<file path="src/rtl/artc_pkg.sv">
// ----------------------------------------------------------------------------
// artc_pkg
// Shared codes and types for the range table check block.
// ----------------------------------------------------------------------------
package artc_pkg;

    localparam logic [1:0] REQ_INSERT = 2'd0;
    localparam logic [1:0] REQ_COVER  = 2'd1;
    localparam logic [1:0] REQ_CLEAR  = 2'd2;

    localparam logic [1:0] KIND_SINGLE  = 2'd0;
    localparam logic [1:0] KIND_RANGE   = 2'd1;
    localparam logic [1:0] KIND_INHERIT = 2'd2;

    localparam logic [1:0] ERR_NONE    = 2'd0;
    localparam logic [1:0] ERR_INHERIT = 2'd1;
    localparam logic [1:0] ERR_OVERLAP = 2'd2;
    localparam logic [1:0] ERR_FULL    = 2'd3;

    typedef enum logic [3:0] {
        ST_IDLE  = 4'b0001,
        ST_CHECK = 4'b0010,
        ST_SCAN  = 4'b0100,
        ST_DONE  = 4'b1000
    } t_state;

    typedef struct packed {
        logic [1:0]  kind;
        logic [31:0] low;
        logic [31:0] high;
    } t_entry;

    typedef struct packed {
        logic       accepted;
        logic [1:0] error_code;
        logic       covered;
    } t_rsp;

endpackage

</file>
<file path="src/rtl/artc_req_if.sv">
// ----------------------------------------------------------------------------
// artc_req_if
// Request channel: valid/ready handshake with one table request per item.
// ----------------------------------------------------------------------------
interface artc_req_if;
    logic        valid;
    logic        ready;
    logic [1:0]  req_type;
    logic [1:0]  entry_kind;
    logic [31:0] num_low;
    logic [31:0] num_high;

    modport source (
        output valid, req_type, entry_kind, num_low, num_high,
        input  ready
    );
    modport sink (
        input  valid, req_type, entry_kind, num_low, num_high,
        output ready
    );
endinterface

</file>
<file path="src/rtl/artc_rsp_if.sv">
// ----------------------------------------------------------------------------
// artc_rsp_if
// Response channel: valid/ready handshake with one result per item.
// ----------------------------------------------------------------------------
interface artc_rsp_if;
    logic       valid;
    logic       ready;
    logic       accepted;
    logic [1:0] error_code;
    logic       covered;

    modport source (
        output valid, accepted, error_code, covered,
        input  ready
    );
    modport sink (
        input  valid, accepted, error_code, covered,
        output ready
    );
endinterface

</file>
<file path="src/rtl/artc_ram.sv">
// ----------------------------------------------------------------------------
// artc_ram
// Generic single-write, single-read RAM with registered read data.
// ----------------------------------------------------------------------------
module artc_ram #(
    parameter int WIDTH = 66,
    parameter int DEPTH = 64
) (
    input  logic                     i_clk,
    input  logic                     i_we,
    input  logic [$clog2(DEPTH)-1:0] i_waddr,
    input  logic [WIDTH-1:0]         i_wdata,
    input  logic                     i_re,
    input  logic [$clog2(DEPTH)-1:0] i_raddr,
    output logic [WIDTH-1:0]         o_rdata
);

    logic [WIDTH-1:0] r_mem [DEPTH];
    logic [WIDTH-1:0] r_rdata;

    always_ff @(posedge i_clk) begin
        if (i_we) begin
            r_mem[i_waddr] <= i_wdata;
        end
        if (i_re) begin
            r_rdata <= r_mem[i_raddr];
        end
    end

    assign o_rdata = r_rdata;

endmodule

</file>
<file path="src/rtl/as_range_table_check_core.sv">
// ----------------------------------------------------------------------------
// as_range_table_check_core
// Table of single numbers, inclusive ranges and an inherit marker, with
// checked insert, cover query and clear requests.
// ----------------------------------------------------------------------------
// One request at a time. An insert or cover query on a table of N stored
// entries walks them through the table RAM's single read port, one entry per
// cycle, and stops early on the first overlap or match. Clear, unknown
// requests, inherit conflicts and requests on an empty table skip the walk
// and go from the check step straight to the done step.
// The result sits in an output register, so the next request is taken while
// it waits; a result that is still waiting holds the following one in its
// last step. Up to MAX_ENTRIES entries are held.
module as_range_table_check_core #(
    parameter int MAX_ENTRIES = 64
) (
    input  logic       i_clk,
    input  logic       i_rst_n,
    artc_req_if.sink   i_req,
    artc_rsp_if.source o_rsp
);

    localparam int AW = $clog2(MAX_ENTRIES);
    localparam int CW = $clog2(MAX_ENTRIES + 1);
    localparam int EW = $bits(artc_pkg::t_entry);

    artc_pkg::t_state r_state, n_state;
    logic [CW-1:0]    r_count, n_count;
    logic [CW-1:0]    r_idx, n_idx;
    logic             r_dv, n_dv;
    logic             r_first_inh, n_first_inh;
    logic [1:0]       r_req, n_req;
    logic [1:0]       r_kind, n_kind;
    logic [31:0]      r_lo, n_lo;
    logic [31:0]      r_hi, n_hi;
    artc_pkg::t_rsp   r_res, n_res;
    artc_pkg::t_rsp   r_out, n_out;
    logic             r_ovalid, n_ovalid;

    logic             accept;
    logic [1:0]       in_kind;
    logic             we;
    logic             re;
    logic [AW-1:0]    waddr;
    artc_pkg::t_entry wentry;
    logic [EW-1:0]    rdata;
    artc_pkg::t_entry rd;
    logic             hit;
    logic             full;

    artc_ram #(
        .WIDTH (EW),
        .DEPTH (MAX_ENTRIES)
    ) u_table (
        .i_clk   (i_clk),
        .i_we    (we),
        .i_waddr (waddr),
        .i_wdata (wentry),
        .i_re    (re),
        .i_raddr (r_idx[AW-1:0]),
        .o_rdata (rdata)
    );

    assign i_req.ready      = (r_state == artc_pkg::ST_IDLE);
    assign accept           = i_req.valid && i_req.ready;
    assign o_rsp.valid      = r_ovalid;
    assign o_rsp.accepted   = r_out.accepted;
    assign o_rsp.error_code = r_out.error_code;
    assign o_rsp.covered    = r_out.covered;

    assign in_kind = (i_req.entry_kind > artc_pkg::KIND_INHERIT) ?
                     artc_pkg::KIND_INHERIT : i_req.entry_kind;
    assign rd      = artc_pkg::t_entry'(rdata);
    assign full    = (r_count >= CW'(MAX_ENTRIES));
    assign waddr   = r_count[AW-1:0];
    assign wentry  = '{kind: r_kind, low: r_lo, high: r_hi};

    always_comb begin
        hit = 1'b0;
        if (r_dv && rd.kind != artc_pkg::KIND_INHERIT) begin
            if (r_req == artc_pkg::REQ_COVER) begin
                hit = (r_lo >= rd.low) && (r_lo <= rd.high);
            end else begin
                hit = !((r_hi < rd.low) || (r_lo > rd.high));
            end
        end
    end

    always_comb begin
        n_state     = r_state;
        n_count     = r_count;
        n_idx       = r_idx;
        n_dv        = 1'b0;
        n_first_inh = r_first_inh;
        n_req       = r_req;
        n_kind      = r_kind;
        n_lo        = r_lo;
        n_hi        = r_hi;
        n_res       = r_res;
        n_out       = r_out;
        n_ovalid    = r_ovalid;
        we          = 1'b0;
        re          = 1'b0;

        if (o_rsp.valid && o_rsp.ready) begin
            n_ovalid = 1'b0;
        end

        unique case (r_state)
            artc_pkg::ST_IDLE: begin
                if (accept) begin
                    n_req = i_req.req_type;
                    n_kind = in_kind;
                    n_lo = i_req.num_low;
                    n_hi = i_req.num_high;
                    if (i_req.req_type == artc_pkg::REQ_INSERT) begin
                        if (in_kind == artc_pkg::KIND_SINGLE) begin
                            n_hi = i_req.num_low;
                        end else if (in_kind == artc_pkg::KIND_INHERIT) begin
                            n_lo = '0;
                            n_hi = '0;
                        end
                    end
                    n_state = artc_pkg::ST_CHECK;
                end
            end
            artc_pkg::ST_CHECK: begin
                n_res = '0;
                n_idx = '0;
                n_state = artc_pkg::ST_DONE;
                case (r_req)
                    artc_pkg::REQ_INSERT: begin
                        if (r_count != '0 &&
                            (r_kind == artc_pkg::KIND_INHERIT || r_first_inh)) begin
                            n_res.error_code = artc_pkg::ERR_INHERIT;
                        end else if (r_count == '0) begin
                            we = 1'b1;
                            n_count = r_count + CW'(1);
                            n_first_inh = (r_kind == artc_pkg::KIND_INHERIT);
                            n_res.accepted = 1'b1;
                        end else begin
                            n_state = artc_pkg::ST_SCAN;
                        end
                    end
                    artc_pkg::REQ_COVER: begin
                        if (r_count != '0) begin
                            n_state = artc_pkg::ST_SCAN;
                        end
                    end
                    artc_pkg::REQ_CLEAR: begin
                        n_count = '0;
                        n_res.accepted = 1'b1;
                    end
                    default: begin
                        n_res = '0;
                    end
                endcase
            end
            artc_pkg::ST_SCAN: begin
                re = (r_idx != r_count);
                n_dv = re;
                if (re) begin
                    n_idx = r_idx + CW'(1);
                end
                if (hit) begin
                    n_res = '0;
                    if (r_req == artc_pkg::REQ_COVER) begin
                        n_res.covered = 1'b1;
                    end else begin
                        n_res.error_code = artc_pkg::ERR_OVERLAP;
                    end
                    n_state = artc_pkg::ST_DONE;
                end else if (r_idx == r_count) begin
                    n_res = '0;
                    if (r_req == artc_pkg::REQ_INSERT) begin
                        if (full) begin
                            n_res.error_code = artc_pkg::ERR_FULL;
                        end else begin
                            we = 1'b1;
                            n_count = r_count + CW'(1);
                            n_res.accepted = 1'b1;
                        end
                    end
                    n_state = artc_pkg::ST_DONE;
                end
            end
            artc_pkg::ST_DONE: begin
                if (!r_ovalid || o_rsp.ready) begin
                    n_ovalid = 1'b1;
                    n_out = r_res;
                    n_state = artc_pkg::ST_IDLE;
                end
            end
            default: begin
                n_state = artc_pkg::ST_IDLE;
            end
        endcase
    end

    always_ff @(posedge i_clk) begin
        if (!i_rst_n) begin
            r_state     <= artc_pkg::ST_IDLE;
            r_count     <= '0;
            r_idx       <= '0;
            r_dv        <= 1'b0;
            r_first_inh <= 1'b0;
            r_ovalid    <= 1'b0;
        end else begin
            r_state     <= n_state;
            r_count     <= n_count;
            r_idx       <= n_idx;
            r_dv        <= n_dv;
            r_first_inh <= n_first_inh;
            r_ovalid    <= n_ovalid;
        end
    end

    always_ff @(posedge i_clk) begin
        r_req  <= n_req;
        r_kind <= n_kind;
        r_lo   <= n_lo;
        r_hi   <= n_hi;
        r_res  <= n_res;
        r_out  <= n_out;
    end

endmodule
</file>
<file path="src/flat_wrapper.sv">
// flat-port wrapper written by rule: the top's interface ports become plain ports
module as_range_table_check_core_flat 
#(
    parameter int MAX_ENTRIES = 64
)
  (i_clk, i_rst_n, i_req_valid, i_req_req_type, i_req_entry_kind, i_req_num_low, i_req_num_high, i_req_ready, o_rsp_valid, o_rsp_accepted, o_rsp_error_code, o_rsp_covered, o_rsp_ready);
  artc_req_if i_req_i ();
  artc_rsp_if o_rsp_i ();
  input  logic i_clk;
  input  logic i_rst_n;
  input wire logic [$bits(i_req_i.valid)-1:0] i_req_valid;
  input wire logic [$bits(i_req_i.req_type)-1:0] i_req_req_type;
  input wire logic [$bits(i_req_i.entry_kind)-1:0] i_req_entry_kind;
  input wire logic [$bits(i_req_i.num_low)-1:0] i_req_num_low;
  input wire logic [$bits(i_req_i.num_high)-1:0] i_req_num_high;
  output wire logic [$bits(i_req_i.ready)-1:0] i_req_ready;
  output wire logic [$bits(o_rsp_i.valid)-1:0] o_rsp_valid;
  output wire logic [$bits(o_rsp_i.accepted)-1:0] o_rsp_accepted;
  output wire logic [$bits(o_rsp_i.error_code)-1:0] o_rsp_error_code;
  output wire logic [$bits(o_rsp_i.covered)-1:0] o_rsp_covered;
  input wire logic [$bits(o_rsp_i.ready)-1:0] o_rsp_ready;
  assign i_req_i.valid = i_req_valid;
  assign i_req_i.req_type = i_req_req_type;
  assign i_req_i.entry_kind = i_req_entry_kind;
  assign i_req_i.num_low = i_req_num_low;
  assign i_req_i.num_high = i_req_num_high;
  assign i_req_ready = i_req_i.ready;
  assign o_rsp_valid = o_rsp_i.valid;
  assign o_rsp_accepted = o_rsp_i.accepted;
  assign o_rsp_error_code = o_rsp_i.error_code;
  assign o_rsp_covered = o_rsp_i.covered;
  assign o_rsp_i.ready = o_rsp_ready;
  as_range_table_check_core #(.MAX_ENTRIES(MAX_ENTRIES)) u_core (.i_clk(i_clk), .i_rst_n(i_rst_n), .i_req(i_req_i), .o_rsp(o_rsp_i));
endmodule
</file>
<file path="config.mk">
export PLATFORM = sky130hd
export DESIGN_NAME = as_range_table_check_core_flat
export DESIGN_NICKNAME = d
export VERILOG_FILES = /design/src/rtl/artc_pkg.sv /design/src/rtl/artc_req_if.sv /design/src/rtl/artc_rsp_if.sv /design/src/rtl/artc_ram.sv /design/src/rtl/as_range_table_check_core.sv /design/src/flat_wrapper.sv
export SDC_FILE = /design/constraint.sdc
export NUM_CORES = 2
export LEC_CHECK = 0
export BUFFER_PORTS_ARGS = -buffer_cell sky130_fd_sc_hd__buf_2
export CAP_MARGIN = 30
export CORE_UTILIZATION = 54
export DETAILED_ROUTE_END_ITERATION = 8
export PLACE_DENSITY = 0.69
export SLEW_MARGIN = 20
export SYNTH_ARGS = -nofsm -noshare
export SYNTH_HDL_FRONTEND = slang
export SYNTH_MEMORY_MAX_BITS = 65536
export SYNTH_SLANG_ARGS = --single-unit
</file>
<file path="constraint.sdc">
create_clock -name i_clk -period 30.8 [get_ports i_clk]
set_clock_uncertainty 0.2 [all_clocks]
set_input_delay 3.08 -clock i_clk [delete_from_list [all_inputs] [get_ports i_clk]]
set_output_delay 3.08 -clock i_clk [all_outputs]
set_load 0.05 [all_outputs]
</file>
# Yosys cells after proc, flatten, opt, wreduce, memory -nomap -nowiden
# Memories as Yosys holds them, arrays and structs flattened. A register that Yosys moved wholly into a read port is not among the register bits.
# Index checks and enable logic that the tools add are counted.
# word_totals
latch_bits	0
mem_bits_rw	4224
output_inout_bits	6
register_bits	97
rom_bits	0
memories	1
in_bits	72
# classes
magnitude_cmp	6
n_eq_ne	22
shift	0
div_mod_pow	0
mux	52
bitwise_logic	1
addsub	2
n_mul	0
reduce_logical	23
# memory_table
memory	words	width	rd	rd_ports_with_merged_regs	wr	line	source
u_core.u_table.r_mem	64	66	1	1	1	artc_ram.sv:18	logic [WIDTH-1:0] r_mem [DEPTH];
# ops
op	count
$mux W32	6
$mux W7	7
$pmux W7 S2	3
$mux W4	9
$ge A32 B32 Y1	1
$gt A32 B32 Y1	1
$le A32 B32 Y1	1
$lt A32 B32 Y1	1
$mux W1	18
$pmux W4 S2	2
$pmux W4 S4	1
$add A7 B1 Y7 const B	2
$ne A2 B1 Y1 const B	4
$ne A2 B2 Y1 const B	4
$reduce_and A2 Y1	4
$reduce_and A8 Y1	1
$eq A7 B7 Y1	1
$ge A7 B7 Y1 const B	1
$logic_not A7 Y1	1
$ne A7 B7 Y1	1
$reduce_bool A7 Y1	1
$eq A2 B2 Y1 const B	3
$logic_not A2 Y1	3
$mux W2	3
other kinds (18)	27

# Logic depth before layout (Yosys ltp)
# logic_depth
depth_word	9
ltp_mapped	12
depth_no_buf	10

# Hierarchy
# A second synthesis with hierarchy kept.
# unflattened
hier_cells	7490
hier_area_um2	167712.1
# by_module_without_submodules
module	area_each_um2	n_inst	seq_area_each_um2	cells_each
artc_ram	161183.3	1	128823.6	6852
as_range_table_check_core	6528.8	1	2702.6	638

# Least setup slack after synthesis
# OpenSTA, ideal clock, no wires.
# synth_path
path_type	flip-flop to flip-flop
from	register u_core.r_lo[0]
to	memory u_core.u_table.r_mem[18][0], enable pin
synth_period_minus_slack_ns	10.068
path_slack_ns	20.732
setup_ns	0.653
t_arrival_ns	9.215
stages_incl_launch_ff	12
path_cell_list	edfxtp_1 -> inv_1 -> ha_1 -> nor2b_1 -> o211ai_1 -> a2111oi_0 -> o31a_1 -> a2bb2oi_1 -> o21a_1 -> o21ai_1 -> clkbuf_1 -> nor4_1
# synth_between
elab_chain_cells	9
word_cells_on_any_way	12
# synth_lines
item	line	source
start: declaration	as_range_table_check_core.sv:34	logic [31:0] r_lo, n_lo;
start signal: assignment	as_range_table_check_core.sv:221	r_lo <= n_lo;
$gt A32 B32 Y1	as_range_table_check_core.sv:84	hit = !((r_hi < rd.low) || (r_lo > rd.high));
$logic_or A1 B1 Y1	as_range_table_check_core.sv:84	
$logic_not A1 Y1	as_range_table_check_core.sv:84	
$mux W1 *	as_range_table_check_core.sv:81	if (r_req == artc_pkg::REQ_COVER) begin
$mux W1 *	as_range_table_check_core.sv:80	if (r_dv && rd.kind != artc_pkg::KIND_INHERIT) begin
$mux W1 *	as_range_table_check_core.sv:165	if (hit) begin
$pmux W1 S2 *	as_range_table_check_core.sv:109	unique case (r_state)
$mux W1 *	artc_ram.sv:22	if (i_we) begin
$mux W1 (not written as such) *	artc_ram.sv:23	r_mem[i_waddr] <= i_wdata;
end: declaration	artc_ram.sv:18	
# Mark *: on every way between the ends. The rest lies on a longest branch, timed or not.

# Worst setup path in the final report
# layout_path
from	register u_core.r_lo[0]
to	memory u_core.u_table.r_mem[23][0], enable pin
# The elaborated chain is that of the path after synthesis.

==> run_results.csv <==
group,metric,value,unit
layout,design_area,189000,µm²
synthesis,synth_cell_types,62,
layout,drive_above_1_share,0.321,
drt,remaining_drc_errors,0,
place,placedCellCount,10841,
synthesis,postSynthAreaPerCell,25.1,µm²
place,place_area,175000,µm²
setup_path,rr_worst_depth,13,
setup_path,cp_top_family,"buffers and inverters",
setup_path,critical_path.slowest_cell,"or4_1",
setup_path,crit_path_end_kind,"register",
place,gp_routability_congestion,0.848,
place,portBuffers,77,
synthesis,ys_ff_latch,4387,
clocking,cts_tree,"yes",
drt,drtPass1Iterations,6,
timing,setup_ws,23.69,ns
layout,area_growth,12.4,%
layout,fin_util,0.611,
synthesis,synthFlopType,"edfxtp_1",
global_routing,grt_overflow,0,
clocking,insertion_delay,1.01,ns
setup_path,rr_endpoint,"u_core.u_table.r_mem[23][0]",
floorplan,die-area,314000,µm²
global_routing,antenna_found_initial,17,
global_routing,grtUsageTotal,0.283,
floorplan,die_x,560,µm
hold_path,hp-start,"u_core.r_res[1]",
setup_path,path_cells,"buf_4, inv_1, ha_1, nand2b_1, a2111oi_0, o311ai_1, a221oi_1, o41a_1, a211oi_1, or4_1, nor2_4, buf_4, buf_4",
timing,min_period_over_period,0.231,
setup_path,worst_ep_required_time,31.13,ns
drt,vias_per_cell,6.81,
clocking,cts_hold_buffers,0,
timing,slew_viol_final,0,
place,pre_cts_ws,23.86,ns
setup_path,path_class,"reg -> reg",
floorplan,ios,78,
status,status,"complete, no violations",
clocking,cts.reportedPaths.clkPinSlew,0.06,ns
timing,slew_headroom,0.247,
drt,wl,442000,µm
setup_path,crit_top_cell,"buf_4",
timing,tns,0,ns
drt,drt_iter0_drc,12090,
power,power.density,65.6,nW/µm²
layout,final_cells,11638,
clocking,post_cts_resized,0,
clocking,cts.sinks,4387,
synthesis,async_flop_share,0,
timing,hold_violations,0,
global_routing,grt_pass1_wl,615000,µm
setup_path,worst-path-buf-inv,4,
clocking,cts_buffer_depth,4,
clocking,cts_made_buffers,424,
setup_path,regToRegStartpoint,"u_core.r_lo[0]",
power,total_power,12.4,mW
setup_path,worstPathArrival,7.45,ns
run,maxCapViolations,0,
floorplan,rows,204,
synthesis,yosysSeqAreaShare,0.782,
setup_path,critPathMaxFanout,65,
clocking,htree_levels,5,
floorplan,initial_core_util,0.544,
hold_path,hold_class,"reg -> reg",
drt,vias,79200,
setup_path,rrSetupSlack,23.69,ns
layout,nNetsFinal,7327,
clocking,cts_setup_buffers,0,
hold_path,holdPathEnd,"u_core.o_rsp.error_code[0]",
setup_path,start_kind,"register",
timing,setup_viol,0,
setup_path,max_stage_delay,1.02,ns
synthesis,syn_area,168000,µm²
global_routing,grt_start_max_net_pins,145,
drt,wl_per_cell,38.0,µm
drt,antenna_left,0,
timing,worst_slew_pin_slew,1.13,ns
hold_path,holdPathStages,0,
floorplan,fp.dieH,560,µm
timing,rsz0062_at_grt,"no",
timing,fmax,0.141,GHz
synthesis,synth_edf_count,4366,
synthesis,syn-num-nets,6882,
synthesis,yosysWarnings,0,
timing,layout_min_cycle_time,7.11,ns
global_routing,grt_pass1_vias,78817,
floorplan,coreArea,309000,µm²
clocking,cts_root_buf,"clkbuf_16",
timing,worst_hold_slack,0.230,ns
place,dp_hpwl,231000,µm
power,leakagePower,56.8,nW
synthesis,synthCells,6712,
power,ir_worst_vdd,0.0558,mV
-- sequential cells by signal, summed over array words and instances, names as in the netlist, 4 cells and up --
register / flops
u_core.u_table.r_mem: 4224
u_core.r_lo: 32
u_core.u_table.o_rdata: 66
u_core.r_state: 4
u_core.r_res: 4
u_core.r_count: 7
u_core.r_hi: 32
u_core.r_idx: 7
-- power breakdown --
part,switching (mW),internal (mW),total (mW)
combinational,0.415,0.0602,0.475
sequential,0.0114,6.85,6.86
clock,2.23,2.84,5.07
-- layout make-up --
class / count / area, µm²
Sequential cell: 4387 / 132000
Fill cell: 20597 / 120000
Multi-Input combinational cell: 1910 / 35300
Clock buffer: 535 / 11100
Tap cell: 4120 / 5150
Timing Repair Buffer: 361 / 3180
Clock inverter: 244 / 2420
Inverter: 73 / 274
Antenna cell: 8 / 20.0
-- worst max path at each step --
stage                    startpoint                            to  slack (ns)  cells after the start
finish               u_core.r_lo[0]   u_core.u_table.r_mem[23][0]       23.69                     13
global route         u_core.r_lo[0]  u_core.u_table.r_mem[23][32]       23.52                     13
CTS                  u_core.r_lo[0]  u_core.u_table.r_mem[23][16]       23.84                     13
detailed placement  u_core.r_idx[0]    u_core.u_table.o_rdata[57]       23.86                      8
global placement    u_core.r_idx[0]    u_core.u_table.o_rdata[27]       23.47                      8
floorplan            u_core.r_lo[0]   u_core.u_table.r_mem[18][0]       20.73                     11
-- routing by layer --
metal / part of all wire / GRT usage / vias up / wire (µm)
met5: 0.000077 / 0 / - / 34
met4: 0.042 / 0.105 / 4 / 18600
met3: 0.11 / 0.0581 / 802 / 50400
met2: 0.47 / 0.439 / 5242 / 208000
met1: 0.37 / 0.404 / 42970 / 165000
li1: - / - / 30182 / -
-- synthesized netlist by cell type, types with 14 or more instances --
library cell,count,area share
a21oi_1,48,0.0014
mux4_2,1386,0.19
nor4_1,14,0.00052
dfxtp_1,21,0.0025
nor2b_1,40,0.0015
a22o_1,33,0.0017
nor2_1,67,0.0015
nand4_1,17,0.00063
nand2_1,47,0.0010
edfxtp_1,4366,0.78
nor3_1,32,0.00095
o21ai_0,26,0.00077
clkbuf_1,184,0.0041
inv_1,73,0.0016
buf_2,103,0.0031
ha_1,98,0.0073
buf_1,44,0.00098
-- kinds of logic (layout without fill, tap and decap cells) --
kind of cell	Yosys count	count (layout)	share of synthesized area
other cells	0	8	0
flops	4387	4387	0.782
simple gates	269	269	0.00830
fa+ha+maj	98	98	0.00729
xor+xnor	10	10	0.000521
mux	1387	1387	0.186
buf+inv	415	1213	0.0104
compound gates	146	146	0.00577
-- placed cells by master, fill, tap and decap left out, drive strengths merged, types with 8 or more instances in the layout --
cell,count
clkinvlp,13
a22o,33
ha,98
nor2b,40
nand2,47
dfxtp,21
clkbuf,535
clkinv,185
nand2b,8
nand3,8
diode,8
edfxtp,4366
nor3,32
bufinv,33
a21oi,48
buf,361
o21ai,29
inv,86
nand4,17
mux4,1386
nor4,15
nor2,68
Note: power is estimated with default switching activity, not from simulation.
